--- config.mk ---
export PLATFORM = sky130hd
export DESIGN_NAME = circle_octant_rasterizer
export DESIGN_NICKNAME = d
export VERILOG_FILES = /design/src/design/cor_pkg.sv /design/src/design/cor_front.sv /design/src/design/cor_queue.sv /design/src/design/cor_back.sv /design/src/design/circle_octant_rasterizer.sv
export SDC_FILE = /design/constraint.sdc
export NUM_CORES = 1
export LEC_CHECK = 0
export ABC_AREA = 0
export BUFFER_PORTS_ARGS = -buffer_cell sky130_fd_sc_hd__buf_2
export CORE_AREA = 2 2 172 124
export DETAILED_ROUTE_END_ITERATION = 8
export DIE_AREA = 0 0 174 126
export PLACE_DENSITY_LB_ADDON = 0.1
export SETUP_SLACK_MARGIN = 0.05
export SLEW_MARGIN = 10
export SYNTH_ARGS = -nofsm -noshare
export SYNTH_HDL_FRONTEND = slang
export SYNTH_SLANG_ARGS = --single-unit
export TNS_END_PERCENT = 10
--- constraint.sdc ---
create_clock -name clk_i -period 7.5 [get_ports clk_i]
set_input_delay 0 -clock clk_i [delete_from_list [all_inputs] [get_ports clk_i]]
set_output_delay 0 -clock clk_i [all_outputs]
set_load 0.02 [all_outputs]
--- src/design/cor_pkg.sv ---
// Shared types, constants and helpers for the circle octant rasterizer.
// Used by cor_front, cor_queue, cor_back and circle_octant_rasterizer.
`default_nettype none

package cor_pkg;

  // Default coordinate width of the centre and offset fields.
  localparam int unsigned COORD_BITS_DEF = 12;
  // Depth of the step queue between front and back.
  localparam int unsigned QUEUE_DEPTH = 2;
  // Pixels emitted for one step (one per octant).
  localparam int unsigned PIX_PER_STEP = 8;
  localparam int unsigned PIX_IDX_BITS = $clog2(PIX_PER_STEP);

  typedef enum logic {
    OP_START = 1'b0,
    OP_STEP  = 1'b1
  } op_e;

  // Status of the front end, seen by the top level.
  typedef struct packed {
    logic active;     // a circle is in progress
    logic step_push;  // a step record enters the queue this cycle
  } front_status_t;

  // Per-octant mirror controls.
  typedef struct packed {
    logic swap;   // exchange x and y offsets
    logic neg_x;  // subtract the column offset
    logic neg_y;  // subtract the row offset
  } octant_t;

  function automatic octant_t octant_of(logic [PIX_IDX_BITS-1:0] idx);
    octant_t o;
    unique case (idx)
      3'd0:    o = '{swap: 1'b0, neg_x: 1'b0, neg_y: 1'b0};
      3'd1:    o = '{swap: 1'b1, neg_x: 1'b0, neg_y: 1'b0};
      3'd2:    o = '{swap: 1'b1, neg_x: 1'b1, neg_y: 1'b0};
      3'd3:    o = '{swap: 1'b0, neg_x: 1'b1, neg_y: 1'b0};
      3'd4:    o = '{swap: 1'b0, neg_x: 1'b1, neg_y: 1'b1};
      3'd5:    o = '{swap: 1'b1, neg_x: 1'b1, neg_y: 1'b1};
      3'd6:    o = '{swap: 1'b1, neg_x: 1'b0, neg_y: 1'b1};
      default: o = '{swap: 1'b0, neg_x: 1'b0, neg_y: 1'b1};
    endcase
    return o;
  endfunction

endpackage

`default_nettype wire

--- src/design/cor_front.sv ---
// Front end: takes start and step words, keeps the circle state and
// produces one step record per active step. Depends on cor_pkg.
`default_nettype none

module cor_front import cor_pkg::*; #(
  parameter int unsigned CoordBits = COORD_BITS_DEF
) (
  input  wire logic                 clk_i,
  input  wire logic                 rst_ni,
  input  wire logic                 accept_i,
  input  wire logic                 op_i,
  input  wire logic [CoordBits-1:0] centre_x_i,
  input  wire logic [CoordBits-1:0] centre_y_i,
  input  wire logic [CoordBits-2:0] radius_i,
  output front_status_t             status_o,
  output logic      [4*CoordBits:0] rec_o
);

  localparam int unsigned DecBits = CoordBits + 4;
  localparam int unsigned CmpBits = CoordBits + 2;

  logic                 active_q, active_d;
  logic [CoordBits-1:0] cx_q, cy_q, x_q, y_q;
  logic [CoordBits-1:0] cx_d, cy_d, x_d, y_d;
  logic [DecBits-1:0]   dec_q, dec_d;

  logic               d_neg, step_go, start_go, done;
  logic [DecBits-1:0] x_ext, y_ext, inc_lo, inc_hi, dec_step, dec_start;
  logic [CmpBits-1:0] nx, ny;

  assign d_neg    = dec_q[DecBits-1];
  assign start_go = accept_i && (op_e'(op_i) == OP_START);
  assign step_go  = accept_i && (op_e'(op_i) == OP_STEP) && active_q;

  assign x_ext  = DecBits'(x_q);
  assign y_ext  = DecBits'(y_q);
  assign inc_lo = (x_ext << 2) + DecBits'(6);
  assign inc_hi = (x_ext << 2) - (y_ext << 2) + DecBits'(10);
  assign dec_step  = dec_q + (d_neg ? inc_lo : inc_hi);
  assign dec_start = DecBits'(3) - (DecBits'(radius_i) << 1);

  // y can reach -1 on a zero radius, so compare signed with headroom
  assign nx   = CmpBits'(x_q) + CmpBits'(1);
  assign ny   = CmpBits'(y_q) - (d_neg ? CmpBits'(0) : CmpBits'(1));
  assign done = $signed(nx) > $signed(ny);

  always_comb begin
    active_d = active_q;
    cx_d     = cx_q;
    cy_d     = cy_q;
    x_d      = x_q;
    y_d      = y_q;
    dec_d    = dec_q;
    priority if (start_go) begin
      active_d = 1'b1;
      cx_d     = centre_x_i;
      cy_d     = centre_y_i;
      x_d      = '0;
      y_d      = CoordBits'(radius_i);
      dec_d    = dec_start;
    end else if (step_go) begin
      active_d = !done;
      x_d      = nx[CoordBits-1:0];
      y_d      = ny[CoordBits-1:0];
      dec_d    = dec_step;
    end
  end

  always_ff @(posedge clk_i or negedge rst_ni) begin
    if (!rst_ni) begin
      active_q <= 1'b0;
    end else begin
      active_q <= active_d;
    end
  end

  always_ff @(posedge clk_i) begin
    cx_q  <= cx_d;
    cy_q  <= cy_d;
    x_q   <= x_d;
    y_q   <= y_d;
    dec_q <= dec_d;
  end

  assign status_o.active    = active_q;
  assign status_o.step_push = step_go;
  assign rec_o = {cx_q, cy_q, x_q, y_q, done};

endmodule

`default_nettype wire

--- src/design/cor_queue.sv ---
// Short register queue that decouples the front end from the pixel back end.
// Depends on cor_pkg for the default depth.
`default_nettype none

module cor_queue import cor_pkg::*; #(
  parameter int unsigned Width = 1,
  parameter int unsigned Depth = QUEUE_DEPTH
) (
  input  wire logic             clk_i,
  input  wire logic             rst_ni,
  input  wire logic             push_i,
  input  wire logic [Width-1:0] data_i,
  input  wire logic             pop_i,
  output logic                  full_o,
  output logic                  empty_o,
  output logic      [Width-1:0] data_o
);

  localparam int unsigned PtrBits = (Depth > 1) ? $clog2(Depth) : 1;
  localparam int unsigned CntBits = $clog2(Depth + 1);

  logic [Width-1:0]   mem_q [Depth];
  logic [PtrBits-1:0] wr_ptr_q, rd_ptr_q;
  logic [CntBits-1:0] cnt_q;

  function automatic logic [PtrBits-1:0] ptr_next(logic [PtrBits-1:0] p);
    return (p == PtrBits'(Depth - 1)) ? '0 : p + PtrBits'(1);
  endfunction

  assign full_o  = (cnt_q == CntBits'(Depth));
  assign empty_o = (cnt_q == '0);
  assign data_o  = mem_q[rd_ptr_q];

  always_ff @(posedge clk_i or negedge rst_ni) begin
    if (!rst_ni) begin
      wr_ptr_q <= '0;
      rd_ptr_q <= '0;
      cnt_q    <= '0;
    end else begin
      if (push_i) begin
        wr_ptr_q <= ptr_next(wr_ptr_q);
      end
      if (pop_i) begin
        rd_ptr_q <= ptr_next(rd_ptr_q);
      end
      if (push_i && !pop_i) begin
        cnt_q <= cnt_q + CntBits'(1);
      end else if (pop_i && !push_i) begin
        cnt_q <= cnt_q - CntBits'(1);
      end
    end
  end

  always_ff @(posedge clk_i) begin
    if (push_i) begin
      mem_q[wr_ptr_q] <= data_i;
    end
  end

endmodule

`default_nettype wire

--- src/design/cor_back.sv ---
// Back end: expands each step record into eight mirrored pixels, one per
// cycle into the output register while it is free. Depends on cor_pkg.
`default_nettype none

module cor_back import cor_pkg::*; #(
  parameter int unsigned CoordBits = COORD_BITS_DEF
) (
  input  wire logic                        clk_i,
  input  wire logic                        rst_ni,
  input  wire logic                        q_empty_i,
  input  wire logic        [4*CoordBits:0] q_data_i,
  output logic                             q_pop_o,
  input  wire logic                        pop,
  output logic                             empty,
  output logic signed      [CoordBits+1:0] pixel_x_o,
  output logic signed      [CoordBits+1:0] pixel_y_o,
  output logic                             last_of_step_o,
  output logic                             done_res_o
);

  localparam int unsigned PixBits = CoordBits + 2;

  logic                    busy_q, busy_d;
  logic [PIX_IDX_BITS-1:0] idx_q, idx_d;
  logic [CoordBits-1:0]    cx_q, cy_q, x_q, y_q;
  logic                    done_q;
  logic                    out_valid_q, out_valid_d;
  logic [PixBits-1:0]      px_q, py_q;
  logic                    last_q, out_done_q;

  logic               out_free, emit, step_end;
  octant_t            oct;
  logic [PixBits-1:0] ax, ay, cx_ext, cy_ext, px, py;

  assign out_free = !out_valid_q || pop;
  assign emit     = busy_q && out_free;
  assign step_end = emit && (idx_q == PIX_IDX_BITS'(PIX_PER_STEP - 1));
  assign q_pop_o  = !q_empty_i && (!busy_q || step_end);

  assign oct    = octant_of(idx_q);
  assign ax     = PixBits'(oct.swap ? y_q : x_q);
  assign ay     = PixBits'(oct.swap ? x_q : y_q);
  assign cx_ext = PixBits'(cx_q);
  assign cy_ext = PixBits'(cy_q);
  assign px     = oct.neg_x ? cx_ext - ax : cx_ext + ax;
  assign py     = oct.neg_y ? cy_ext - ay : cy_ext + ay;

  always_comb begin
    busy_d = busy_q;
    idx_d  = idx_q;
    priority if (q_pop_o) begin
      busy_d = 1'b1;
      idx_d  = '0;
    end else if (step_end) begin
      busy_d = 1'b0;
      idx_d  = '0;
    end else if (emit) begin
      idx_d = idx_q + PIX_IDX_BITS'(1);
    end
  end

  always_comb begin
    out_valid_d = out_valid_q;
    priority if (emit) begin
      out_valid_d = 1'b1;
    end else if (pop) begin
      out_valid_d = 1'b0;
    end
  end

  always_ff @(posedge clk_i or negedge rst_ni) begin
    if (!rst_ni) begin
      busy_q      <= 1'b0;
      idx_q       <= '0;
      out_valid_q <= 1'b0;
    end else begin
      busy_q      <= busy_d;
      idx_q       <= idx_d;
      out_valid_q <= out_valid_d;
    end
  end

  always_ff @(posedge clk_i) begin
    if (q_pop_o) begin
      {cx_q, cy_q, x_q, y_q, done_q} <= q_data_i;
    end
    if (emit) begin
      px_q       <= px;
      py_q       <= py;
      last_q     <= (idx_q == PIX_IDX_BITS'(PIX_PER_STEP - 1));
      out_done_q <= done_q;
    end
  end

  assign empty          = !out_valid_q;
  assign pixel_x_o      = $signed(px_q);
  assign pixel_y_o      = $signed(py_q);
  assign last_of_step_o = last_q;
  assign done_res_o     = out_done_q;

endmodule

`default_nettype wire

--- src/design/circle_octant_rasterizer.sv ---
// Midpoint circle rasterizer: top level joining front end, step queue and
// pixel back end. Depends on cor_pkg, cor_front, cor_queue and cor_back.
//
// Usage:
//   Input words are pushed with push while full is low. op = start loads
//   the centre and radius and emits nothing; op = step emits the eight
//   mirrored pixels of the current offsets, then advances the circle. A
//   step while no circle is running is dropped without output.
//   Pixels are read as a queue: while empty is low the oldest pixel sits on
//   the result ports and pop takes it. last_of_step marks the eighth pixel
//   of a step, done_res marks every pixel of the final step.
//   The first pixel of a step is visible once the step word has passed the
//   step queue, the back-end record register and the output register. One
//   pixel per cycle while pop keeps the output register free; the front
//   end takes one word per cycle until the two-entry step queue fills.
//   Reset clears the running flag, the queue and the output register.
//   When pop stays low the output register holds its pixel, the back end
//   stops, the queue fills and full rises.
`default_nettype none

module circle_octant_rasterizer import cor_pkg::*; #(
  parameter int unsigned CoordBits = COORD_BITS_DEF
) (
  input  wire logic                        clk_i,
  input  wire logic                        rst_ni,
  input  wire logic                        push,
  output logic                             full,
  input  wire logic                        op_i,
  input  wire logic        [CoordBits-1:0] centre_x_i,
  input  wire logic        [CoordBits-1:0] centre_y_i,
  input  wire logic        [CoordBits-2:0] radius_i,
  output logic                             empty,
  input  wire logic                        pop,
  output logic signed      [CoordBits+1:0] pixel_x_o,
  output logic signed      [CoordBits+1:0] pixel_y_o,
  output logic                             last_of_step_o,
  output logic                             done_res_o
);

  localparam int unsigned RecBits = 4 * CoordBits + 1;

  front_status_t      front_st;
  logic [RecBits-1:0] front_rec, q_rec;
  logic               q_full, q_empty, q_pop, accept;

  assign full   = q_full;
  assign accept = push && !q_full;

  cor_front #(
    .CoordBits(CoordBits)
  ) u_front (
    .clk_i     (clk_i),
    .rst_ni    (rst_ni),
    .accept_i  (accept),
    .op_i      (op_i),
    .centre_x_i(centre_x_i),
    .centre_y_i(centre_y_i),
    .radius_i  (radius_i),
    .status_o  (front_st),
    .rec_o     (front_rec)
  );

  cor_queue #(
    .Width(RecBits),
    .Depth(QUEUE_DEPTH)
  ) u_queue (
    .clk_i  (clk_i),
    .rst_ni (rst_ni),
    .push_i (front_st.step_push),
    .data_i (front_rec),
    .pop_i  (q_pop),
    .full_o (q_full),
    .empty_o(q_empty),
    .data_o (q_rec)
  );

  cor_back #(
    .CoordBits(CoordBits)
  ) u_back (
    .clk_i         (clk_i),
    .rst_ni        (rst_ni),
    .q_empty_i     (q_empty),
    .q_data_i      (q_rec),
    .q_pop_o       (q_pop),
    .pop           (pop),
    .empty         (empty),
    .pixel_x_o     (pixel_x_o),
    .pixel_y_o     (pixel_y_o),
    .last_of_step_o(last_of_step_o),
    .done_res_o    (done_res_o)
  );

  a_no_push_when_full: assert property (@(posedge clk_i) disable iff (!rst_ni)
    front_st.step_push |-> !q_full)
    else $error("step record pushed into a full queue");

  a_no_pop_when_empty: assert property (@(posedge clk_i) disable iff (!rst_ni)
    q_pop |-> !q_empty)
    else $error("back end took a record from an empty queue");

  a_done_ends_circle: assert property (@(posedge clk_i) disable iff (!rst_ni)
    (front_st.step_push && front_rec[0] && !(push && !q_full && (op_i == OP_START)))
      |=> !front_st.active)
    else $error("circle still running after its final step");

endmodule

`default_nettype wire
## Word level (Yosys, flattened, before mapping)

Memory sizes are Yosys's and may differ from the RTL's. A register that Yosys moved wholly into a read port is not among the register bits.
Index checks and enable logic that the tools add are counted.
W data, S select, Z words.

- Memories: 1
- Flip-flop bits (word level): 104
- Bits in writable memories: 98
- Input bits: 40

Memory list:

| name | depth | bits a word | rd ports | clocked after Yosys merged registers in | write ports | line | source |
|---|---|---|---|---|---|---|---|
| u_queue.mem_q | 2 | 49 | 1 | 1 | 1 | cor_queue.sv:22 | `logic [Width-1:0] mem_q [Depth];` |

- $add $sub $neg: 16
- Magnitude comparators: 1
- Multiplexer cells: 26
- Reduce and logical (&&, ||, !) cells: 25
- Eq/ne operators: 8
- Bitwise logic cells: 1

Operators by type and width:

| cell | number |
|---|---|
| $mux W16 | 3 |
| $add A12 B14 Y14 | 2 |
| $mux W14 | 2 |
| $sub A12 B14 Y14 | 2 |
| $mux W12 | 2 |
| $mux W11 | 2 |
| $pmux W3 S7 | 1 |
| $add A16 B16 Y16 | 1 |
| $add A16 B4 Y16 const B | 1 |
| $add A14 B3 Y15 const B | 1 |
| $sub A14 B14 Y15 | 1 |
| $gt A14 B14 Y1 | 1 |
| $add A12 B1 Y13 const B | 1 |
| $sub A12 B1 Y13 | 1 |
| $sub A2 B12 Y13 const A | 1 |
| $eq A3 B3 Y1 const B | 4 |
| $mux W1 | 11 |
| $logic_and A1 B1 Y1 | 9 |
| $mux W3 | 3 |
| $reduce_bool A2 Y1 | 4 |
| $logic_not A1 Y1 | 7 |
| $eq A3 B2 Y1 const B | 2 |
| $mux W2 | 2 |
| $add A3 B1 Y3 const B | 1 |
| other kinds (10) | 12 |

## Longest topological paths before layout

Gate-level depths: netlist of the first run.

- Depth after elaboration: 9
- Gate-level depth with buffers: 20
- Mapped depth without buffers: 20

## Cells and area by module

From an unflattened synthesis of the first run, not the netlist that was laid out.

- Cell total of the unflattened synthesis: 1142
- Area total of the unflattened synthesis: 13844.5 µm²

By module, submodules not included:

| module | seq. area each (µm²) | times used | cells each | area an instance (µm²) |
|---|---|---|---|---|
| cor_back | 2497.4 | 1 | 465 | 5205.0 |
| cor_front | 1786.7 | 1 | 507 | 4649.5 |
| cor_queue | 3042.9 | 1 | 169 | 3976.3 |
| circle_octant_rasterizer | 0.0 | 1 | 1 | 13.8 |

## Least setup slack after synthesis of the first run

Ideal clock, no wire load.

- Kind: reg2reg
- From: register u_back.idx_q[1]
- To: register u_queue.cnt_q[1]
- Library setup time: 0.079 ns
- Setup slack: 3.164 ns
- Stages on the path, launching flop included: 10
- Data arrival time: 4.257 ns
- Path through: dfrtp_1 -> ha_1 -> ha_1 -> nand2_1 -> a21oi_1 -> inv_1 -> ha_1 -> xor2_1 -> nor2_1 -> xor2_1

- Word-level cells in the longest chain between the ends: 7
- Elaborated cells between the ends (all ways): 9
- Those cells by class: eq/ne: 1; mux: 1; reduce/logical: 7

Ends and longest elaborated chain:

| item | line | source |
|---|---|---|
| from (decl) | cor_back.sv:24 | `logic [PIX_IDX_BITS-1:0] idx_q, idx_d;` |
| from (signal assigned) | cor_back.sv:78 | `idx_q <= idx_d;` |
| $eq A3 B3 Y1 * | cor_back.sv:37 | `assign step_end = emit && (idx_q == PIX_IDX_BITS'(PIX_PER_STEP - 1));` |
| $logic_and A1 B1 Y1 * | cor_back.sv:37 |  |
| $logic_or A1 B1 Y1 * | cor_back.sv:38 | `assign q_pop_o = !q_empty_i && (!busy_q \|\| step_end);` |
| $logic_and A1 B1 Y1 * | cor_back.sv:38 |  |
| via q_pop | circle_octant_rasterizer.sv:44 | `logic q_full, q_empty, q_pop, accept;` |
| $logic_not A1 Y1 | cor_queue.sv:46 | `if (push_i && !pop_i) begin` |
| $logic_and A1 B1 Y1 | cor_queue.sv:46 |  |
| $mux W2 or $reduce_bool A2 Y1 (tied branches) | -- |  |
| to (signal assigned) | cor_queue.sv:47 | `cnt_q <= cnt_q + CntBits'(1);` |
| to (signal assigned) | cor_queue.sv:49 | `cnt_q <= cnt_q - CntBits'(1);` |
| to (decl) | cor_queue.sv:24 | `logic [CntBits-1:0] cnt_q;` |

Mark *: on every way through the listed nets, which the timed path passes. The rest lies on a longest branch.
A chain may end at the register's enable or synchronous reset.

## Final worst setup path of the first run

- From: register u_front.x_q[0]
- To: register u_front.dec_q[15] (data pin)

- Elaborated cells between the ends (all ways): 7
- Those cells by class: add/sub: 4; mux: 3

RTL lines:

| item | line | source |
|---|---|---|
| from (decl) | cor_front.sv:23 | `logic [CoordBits-1:0] cx_q, cy_q, x_q, y_q;` |
| from (signal assigned) | cor_front.sv:80 | `x_q <= x_d;` |
| $add A14 B3 Y15 | cor_front.sv:37 | `assign inc_lo = (x_ext << 2) + DecBits'(6);` |
| via u_front.inc_lo[2] | cor_front.sv:28 | `logic [DecBits-1:0] x_ext, y_ext, inc_lo, inc_hi, dec_step, dec_start;` |
| $mux W16 | cor_front.sv:39 | `assign dec_step = dec_q + (d_neg ? inc_lo : inc_hi);` |
| $add A16 B16 Y16 | cor_front.sv:39 |  |
| $mux W16 | cor_front.sv:61 | `end else if (step_go) begin` |
| $mux W16 | cor_front.sv:54 | `priority if (start_go) begin` |
| via u_front.dec_d[15] | cor_front.sv:25 | `logic [DecBits-1:0] dec_q, dec_d;` |
| to (signal assigned) | cor_front.sv:82 | `dec_q <= dec_d;` |
| to (decl) | cor_front.sv:25 |  |

The timed path passes the listed nets, and every way through them passes these cells. The select of a mux whose other input is x is not followed.

==> results.sh, run 1 <==
export IMPL_num_rows=44
export IMPL_clkSinkCount=250
export IMPL_synthXorXnorAreaFrac=0.0491
export IMPL_grt_overflow=0
export IMPL_fmax_mhz=213
export IMPL_diodes=0
export IMPL_synth_simple_area_share=0.0928
export IMPL_first_pass_iters=5
export IMPL_drc=0
export IMPL_io_pins=72
export IMPL_dieWidth_um=174
export IMPL_antenna_left=0
export IMPL_path_class="reg -> reg"
export IMPL_synth_mux_area_frac=0.0702
export IMPL_synth_edf_count=227
export IMPL_syn_to_final_growth_pct=13.7
export IMPL_fin_skew_ns=0.0231
export IMPL_synth_flop_cell="edfxtp_1"
export IMPL_initial_core_util=0.661
export IMPL_crit_path_start_kind="flop"
export IMPL_regToRegSetupSlack_ns=2.81
export IMPL_gp_congestion=0.942
export IMPL_port_buffers=71
export IMPL_drv_cap=0
export IMPL_min_period_over_period=0.625
export IMPL_critPathRequiredTime_ns=7.74
export IMPL_crit_path_end_kind="flop"
export IMPL_leakage_nw=6.06
export IMPL_finalNonFillerCells=1516
export IMPL_nNetsFinal=1365
export IMPL_power_per_cell_area_nw_per_um2=393
export IMPL_synth_cell_types=75
export IMPL_reg2reg_depth=19
export IMPL_hp_start="centre_x_i[1]"
export IMPL_grt_pass1_wl_mm=46.8
export IMPL_syn_nets=1250
export IMPL_synth_compound_area_frac=0.111
export IMPL_hold_class="in -> reg"
export IMPL_dieArea_um2=21900
export IMPL_synth_fa_ha_area_frac=0.0996
export IMPL_avgSynthCellArea_um2=12.1
export IMPL_synth_area_um2=13400
export IMPL_status="finished, final reports clean"
export IMPL_grt_use_total=0.276
export IMPL_yosysTopAreaCellShare=0.509
export IMPL_async_reset_ff_frac=0.0400
export IMPL_clk_path_buf_depth=3
export IMPL_dpl_cell_area_um2=14100
export IMPL_design_area_um2=15200
export IMPL_hold_viol=0
export IMPL_totalWireLength_mm=29.8
export IMPL_synth_seq_cells=250
export IMPL_yosys_warnings=0
export IMPL_worstHoldPathCells=2
export IMPL_path_clk_slew_ns=0.07
export IMPL_clockRootBuffer="clkbuf_16"
export IMPL_die_h_um=126
export IMPL_synth_seq_area_share=0.547
export IMPL_worst_hold_slack_ns=0.177
export IMPL_synth_top_family_by_area="compound AO/OA/AOI/OAI gates"
export IMPL_coreArea_um2=20300
export IMPL_relSlewSlack=0.254
export IMPL_rsz0062_at_grt="no"
export IMPL_min_to="u_front.cx_q[1]"
export IMPL_yosysMostFrequentCell="edfxtp_1"
export IMPL_synth_cells=1107
export IMPL_vias=9101
export IMPL_tritoncts="yes"
export IMPL_r2r_end="u_front.dec_q[15]"
export IMPL_synth_common_cells="edfxtp_1 (227), ha_1 (97), nor2_1 (82)"
export IMPL_drt_initial_drc_count=907
export IMPL_dp_cells=1433
export IMPL_peakVddDrop_mv=0.370
export IMPL_fin_crit_ns=4.69
export IMPL_cp_arrival_ns=4.92
export IMPL_max_slew_worst_pin_slew_ns=1.12
export IMPL_grt_max_degree=52
export IMPL_setup_ws_ns=2.81
export IMPL_post_drt_wl_per_cell_um=19.7
export IMPL_slew_viol_final=0
export IMPL_yosysTopAreaCell="edfxtp_1"
export IMPL_cp_max_fo=10
export IMPL_via_per_inst=6.00
export IMPL_hpwl_mm=20.6
export IMPL_synth_area_leaders="edfxtp_1 (51%), ha_1 (9.1%), mux2_2 (6.3%)"
export IMPL_finalSetupTns_ns=0
export IMPL_drive_gt1_frac=0.172
export IMPL_setup_viol_count_final=0
export IMPL_htree_levels=1
export IMPL_antenna_found_initial=0
export IMPL_pre_cts_ws_ns=2.90
export IMPL_cts_made_buffers=24
export IMPL_grt_pass1_vias=8702
export IMPL_clock_latency_ns=0.53
export IMPL_r2r_start="u_front.x_q[0]"
cell families (layout without fill, tap and decap cells):
family / after synthesis / count (layout)
AND/OR/NAND/NOR: 258 / 258
flip-flops: 250 / 250
AO/OA/AOI/OAI: 229 / 229
buffers and inverters: 108 / 241
adder cells (fa/ha/maj): 103 / 103
multiplexers: 84 / 84
XOR/XNOR: 75 / 75
per-stage QoR:
step / power (mW) / util
final: 5.98 / 0.752
after floorplan: 4.12 / -
after detailed placement: 4.75 / 0.694
after global routing: 6.35 / 0.752
after global placement: 4.69 / 0.694
after CTS: 5.95 / 0.752
flip-flops by register name, indices dropped and copies added (netlist names):
| signal | flops |
|---|---|
| u_queue.mem_q | 98 |
| u_back.cx_q | 12 |
| u_back.pixel_x_o | 14 |
| u_front.cx_q | 12 |
| u_back.pixel_y_o | 14 |
| u_back.done_res_o | 1 |
| u_queue.rd_ptr_q | 1 |
| u_front.cy_q | 12 |
| u_back.x_q | 12 |
| u_back.idx_q | 3 |
| u_queue.cnt_q | 2 |
| u_queue.wr_ptr_q | 1 |
| u_front.active_q | 1 |
| u_back.out_valid_q | 1 |
| u_front.dec_q | 15 |
| u_front.x_q | 12 |
| u_back.cy_q | 12 |
| u_back.busy_q | 1 |
| u_back.done_q | 1 |
| u_back.last_of_step_o | 1 |
| u_front.y_q | 12 |
| u_back.y_q | 12 |
critical path: stages, from the launching register on:
cell	delay (ns)
dfxtp_1	0.51
inv_1	0.08
ha_1	0.22
fa_1	0.40
xnor2_1	0.25
ha_1	0.30
nand2_1	0.10
o311ai_1	0.26
o31ai_1	0.14
xnor2_1	0.15
a21oi_1	0.26
ha_1	0.31
o21a_1	0.13
o2111ai_1	0.27
o21bai_1	0.19
a31oi_1	0.15
a31oi_1	0.33
nor3_1	0.08
mux2i_1	0.18
nand4_1	0.11
layout by cell type (no fill, tap or decap), types with 8 or more instances in the layout:
cell           instances
clkbuf_16             24
ha_1                  97
and3_1                12
inv_1                 79
nand2b_1              11
dfrtp_1                9
xnor2_1               46
o21bai_1              11
nand3_1               15
mux2i_1                8
dlygate4sd3_1         39
edfxtp_1             227
mux2_2                75
nor2_1                81
xor2_1                29
nor3_1                22
a21oi_1               63
nand2_1               70
buf_2                 71
o21ai_1               10
a31oi_1               10
o21a_1                 8
dfxtp_1               13
buf_4                  8
a21o_1                14
o21ai_0               50
o31ai_1                9
layout make-up:
| class | instances | area [µm²] |
|---|---|---|
| fillers | 1384 | 5030 |
| well taps | 276 | 345 |
| inverters | 79 | 297 |
| multi-input cells | 749 | 5680 |
| flip-flops and latches | 250 | 7330 |
| clock inverters | 10 | 93.8 |
| repair buffers | 118 | 806 |
| clock buffers | 34 | 678 |
report_power, final:
| part | internal [mW] | leakage (nW) | switching, mW |
|---|---|---|---|
| Clock | 0.669 | 0.375 | 0.511 |
| Combinational | 1.11 | 3.36 | 1.58 |
| Sequential | 1.97 | 2.32 | 0.149 |
how the worst max path moves through the flow:
stage / from / end / slack (ns) / cells past startpoint
6_report: u_front.x_q[0] / u_front.dec_q[15] / 2.81 / 19
5_1_grt: u_front.x_q[0] / u_front.dec_q[15] / 2.48 / 18
4_1_cts: u_front.x_q[0] / u_front.dec_q[15] / 2.88 / 19
3_5_place_dp: u_front.x_q[0] / u_front.dec_q[15] / 2.90 / 19
3_3_place_gp: u_front.x_q[0] / u_front.dec_q[15] / 3.07 / 19
2_1_floorplan: u_back.idx_q[1] / u_queue.cnt_q[1] / 3.16 / 9
routing by layer:
layer,part of all wire,global-route usage
met5,0,0
met1,0.46,0.416
met2,0.44,0.427
met3,0.085,0.0513
met4,0.016,0.0504
timing repair:
action,CTS,global route
resized for setup,0,0
endpoints found under the setup margin,0,0
setup buffers,0,0
hold buffers,39,0
endpoints found under the hold margin,61,0
(Power assumes the default switching activity.)
==> run 2, diff against run 1 <==
CORE_AREA = 2 2 188 135   (was 2 2 172 124)
DIE_AREA = 0 0 190 137   (was 0 0 174 126)
clock period = 4.2 ns   (was 7.5 ns; I/O delays follow)
==> run 2 against run 1 <==
Design area rose by 5.7%. Non-clock buffer count rose by 53. Utilization fell by 8.7 points. Total power rose by 94%. Die area rose by 19%. Worst hold slack improved by 0.0055 ns. Critical path depth fell by 1. Clock power rose by 99%. Critical path type unchanged. Critical endpoint unchanged.
==> results.sh, run 2 (synthesized netlist as in run 1, its figures left out) <==
export IMPL_internal_power_mw=7.34
export IMPL_nNetsFinal=1419
export IMPL_power_per_cell_area_nw_per_um2=721
export IMPL_die_h_um=137
export IMPL_clkSinkCount=250
export IMPL_leakage_nw=6.42
export IMPL_crit_path_end_kind="flop"
export IMPL_largest_registers="u_queue.mem_q (98), u_front.dec_q (15)"
export IMPL_setup_ws_ns=0.118
export IMPL_cp_arrival_ns=4.32
export IMPL_grt_use_total=0.229
export IMPL_hp_start="centre_y_i[4]"
export IMPL_path_clk_slew_ns=0.06
export IMPL_port_buffers=71
export IMPL_p_seq_frac=0.325
export IMPL_post_drt_wl_per_cell_um=18.2
export IMPL_path_class="reg -> reg"
export IMPL_dieArea_um2=26000
export IMPL_fin_skew_ns=0.00632
export IMPL_dpl_cell_area_um2=14400
export IMPL_clk_path_buf_depth=3
export IMPL_vias=9037
export IMPL_grt_pass1_wl_mm=45.9
export IMPL_cts_made_buffers=25
export IMPL_first_pass_iters=5
export IMPL_num_fill_cells=1807
export IMPL_grt_pass1_vias=8555
export IMPL_grt_overflow=0
export IMPL_gp_congestion=0.949
export IMPL_hold_class="in -> reg"
export IMPL_hold_viol=0
export IMPL_hpwl_mm=21.4
export IMPL_design_area_um2=16100
export IMPL_relSlewSlack=0.266
export IMPL_min_period_over_period=0.972
export IMPL_dieWidth_um=190
export IMPL_totalWireLength_mm=29.5
export IMPL_via_per_inst=5.58
export IMPL_peakVddDrop_mv=0.657
export IMPL_worstHoldPathCells=2
export IMPL_min_to="u_front.cy_q[4]"
export IMPL_grt_max_degree=51
export IMPL_num_rows=48
export IMPL_max_slew_worst_pin_slew_ns=1.10
export IMPL_regToRegSetupSlack_ns=0.12
export IMPL_antenna_left=0
export IMPL_r2r_end="u_front.dec_q[15]"
export IMPL_sw_frac_of_total=0.368
export IMPL_setup_viol_count_final=0
export IMPL_drive_gt1_frac=0.236
export IMPL_crit_path_start_kind="flop"
export IMPL_slew_viol_final=0
export IMPL_fmax_mhz=245
export IMPL_tritoncts="yes"
export IMPL_coreArea_um2=24200
export IMPL_drc=0
export IMPL_clock_latency_ns=0.52
export IMPL_initial_core_util=0.553
export IMPL_io_pins=72
export IMPL_r2r_start="u_front.y_q[0]"
export IMPL_largest_reg_flops=98
export IMPL_pwr_share_clk=0.203
export IMPL_rsz0062_at_grt="yes"
export IMPL_htree_levels=1
export IMPL_reg2reg_depth=18
export IMPL_comb_power_share=0.472
export IMPL_final_cell_mix="edfxtp_1 (227), ha_1 (93), inv_1 (78), nor2_1 (78), mux2_2 (75)"
export IMPL_clockRootBuffer="clkbuf_16"
export IMPL_diodes=0
export IMPL_cp_max_fo=4
export IMPL_fin_crit_ns=4.08
export IMPL_top_register="u_queue.mem_q"
export IMPL_drt_initial_drc_count=523
export IMPL_pre_cts_ws_ns=-0.126
export IMPL_status="finished, final reports clean"
export IMPL_layout_commonest_cell="edfxtp_1"
export IMPL_syn_to_final_growth_pct=20.2
export IMPL_antenna_found_initial=0
export IMPL_drv_cap=0
export IMPL_critPathRequiredTime_ns=4.44
export IMPL_switchingPower_mw=4.27
-- run 2: layout make-up --
class | count | area, µm² | share of cell area
Timing Repair Buffer | 171 | 1210 | 0.0750
Clock inverter | 14 | 204 | 0.0127
Multi-Input combinational cell | 749 | 5960 | 0.370
Clock buffer | 32 | 692 | 0.0430
Inverter | 79 | 297 | 0.0184
Tap cell | 325 | 407 | 0.0253
Sequential cell | 250 | 7330 | 0.455
-- run 2: worst max path at each step --
stage | cells past startpoint | slack, ns | endpoint | start
final | 18 | 0.12 | u_front.dec_q[15] | u_front.y_q[0]
after global routing | 20 | -0.11 | u_front.dec_q[15] | u_front.y_q[1]
after CTS | 18 | 0.05 | u_front.dec_q[15] | u_front.y_q[2]
after detailed placement | 18 | -0.13 | u_front.dec_q[15] | u_front.y_q[0]
after global placement | 18 | -0.03 | u_front.dec_q[15] | u_front.y_q[0]
after floorplan | 19 | 0.20 | u_front.dec_q[15] | u_front.x_q[0]
-- run 2: power by group through the flow --
stage	clock (mW)	combinational (mW)	sequential, mW
after floorplan	0	3.43	3.92
after global placement	0	4.89	3.81
after detailed placement	0	4.91	3.82
after CTS	2.40	5.08	3.77
after global routing	2.51	6.02	3.82
final	2.35	5.48	3.78
-- run 2: critical path, stage by stage (launching register included) --
cell and delay, ns:
edfxtp_1 0.39, ha_2 0.20, fa_2 0.38, xnor2_2 0.25, ha_4 0.23, nand2_4 0.07, o311ai_4 0.31, o31ai_4 0.13
xnor2_1 0.21, a21oi_2 0.10, ha_1 0.31, o21a_1 0.15, o2111ai_2 0.12, o21bai_4 0.21, a31oi_4 0.21, a31oi_4 0.12
and3_1 0.19, mux2i_1 0.12, nand4_1 0.10
-- run 2: per-layer routing --
layer | vias up | wire length (µm) | track usage
li1 | 4414 | - | -
met1 | 4317 | 15200 | 0.367
met2 | 277 | 12400 | 0.339
met3 | 29 | 1650 | 0.0267
met4 | 0 | 319 | 0.0370
met5 | - | 0 | 0
-- run 2: through the flow --
step | hold WS, ns | cells | utilization | TNS [ns] | total power, mW
global route | 0.169 | 1620 | 0.665 | -0.208 | 12.4
finish | 0.182 | 1620 | 0.665 | 0 | 11.6
floorplan | -0.296 | 1107 | - | 0 | 7.35
CTS | 0.164 | 1611 | 0.653 | 0 | 11.3
global placement | -0.122 | 1521 | 0.596 | -0.0323 | 8.69
detailed placement | -0.126 | 1521 | 0.596 | -0.227 | 8.73
-- run 2: repair_timing --
item                                    4_1_cts  5_1_grt
gates resized for setup                      11       42
setup buffers                                 4        9
hold buffers                                 40        0
pin swaps                                     5       29
endpoints found under the setup margin        2        5
hold endpoints to repair                     61        0
cloned                                        0        0
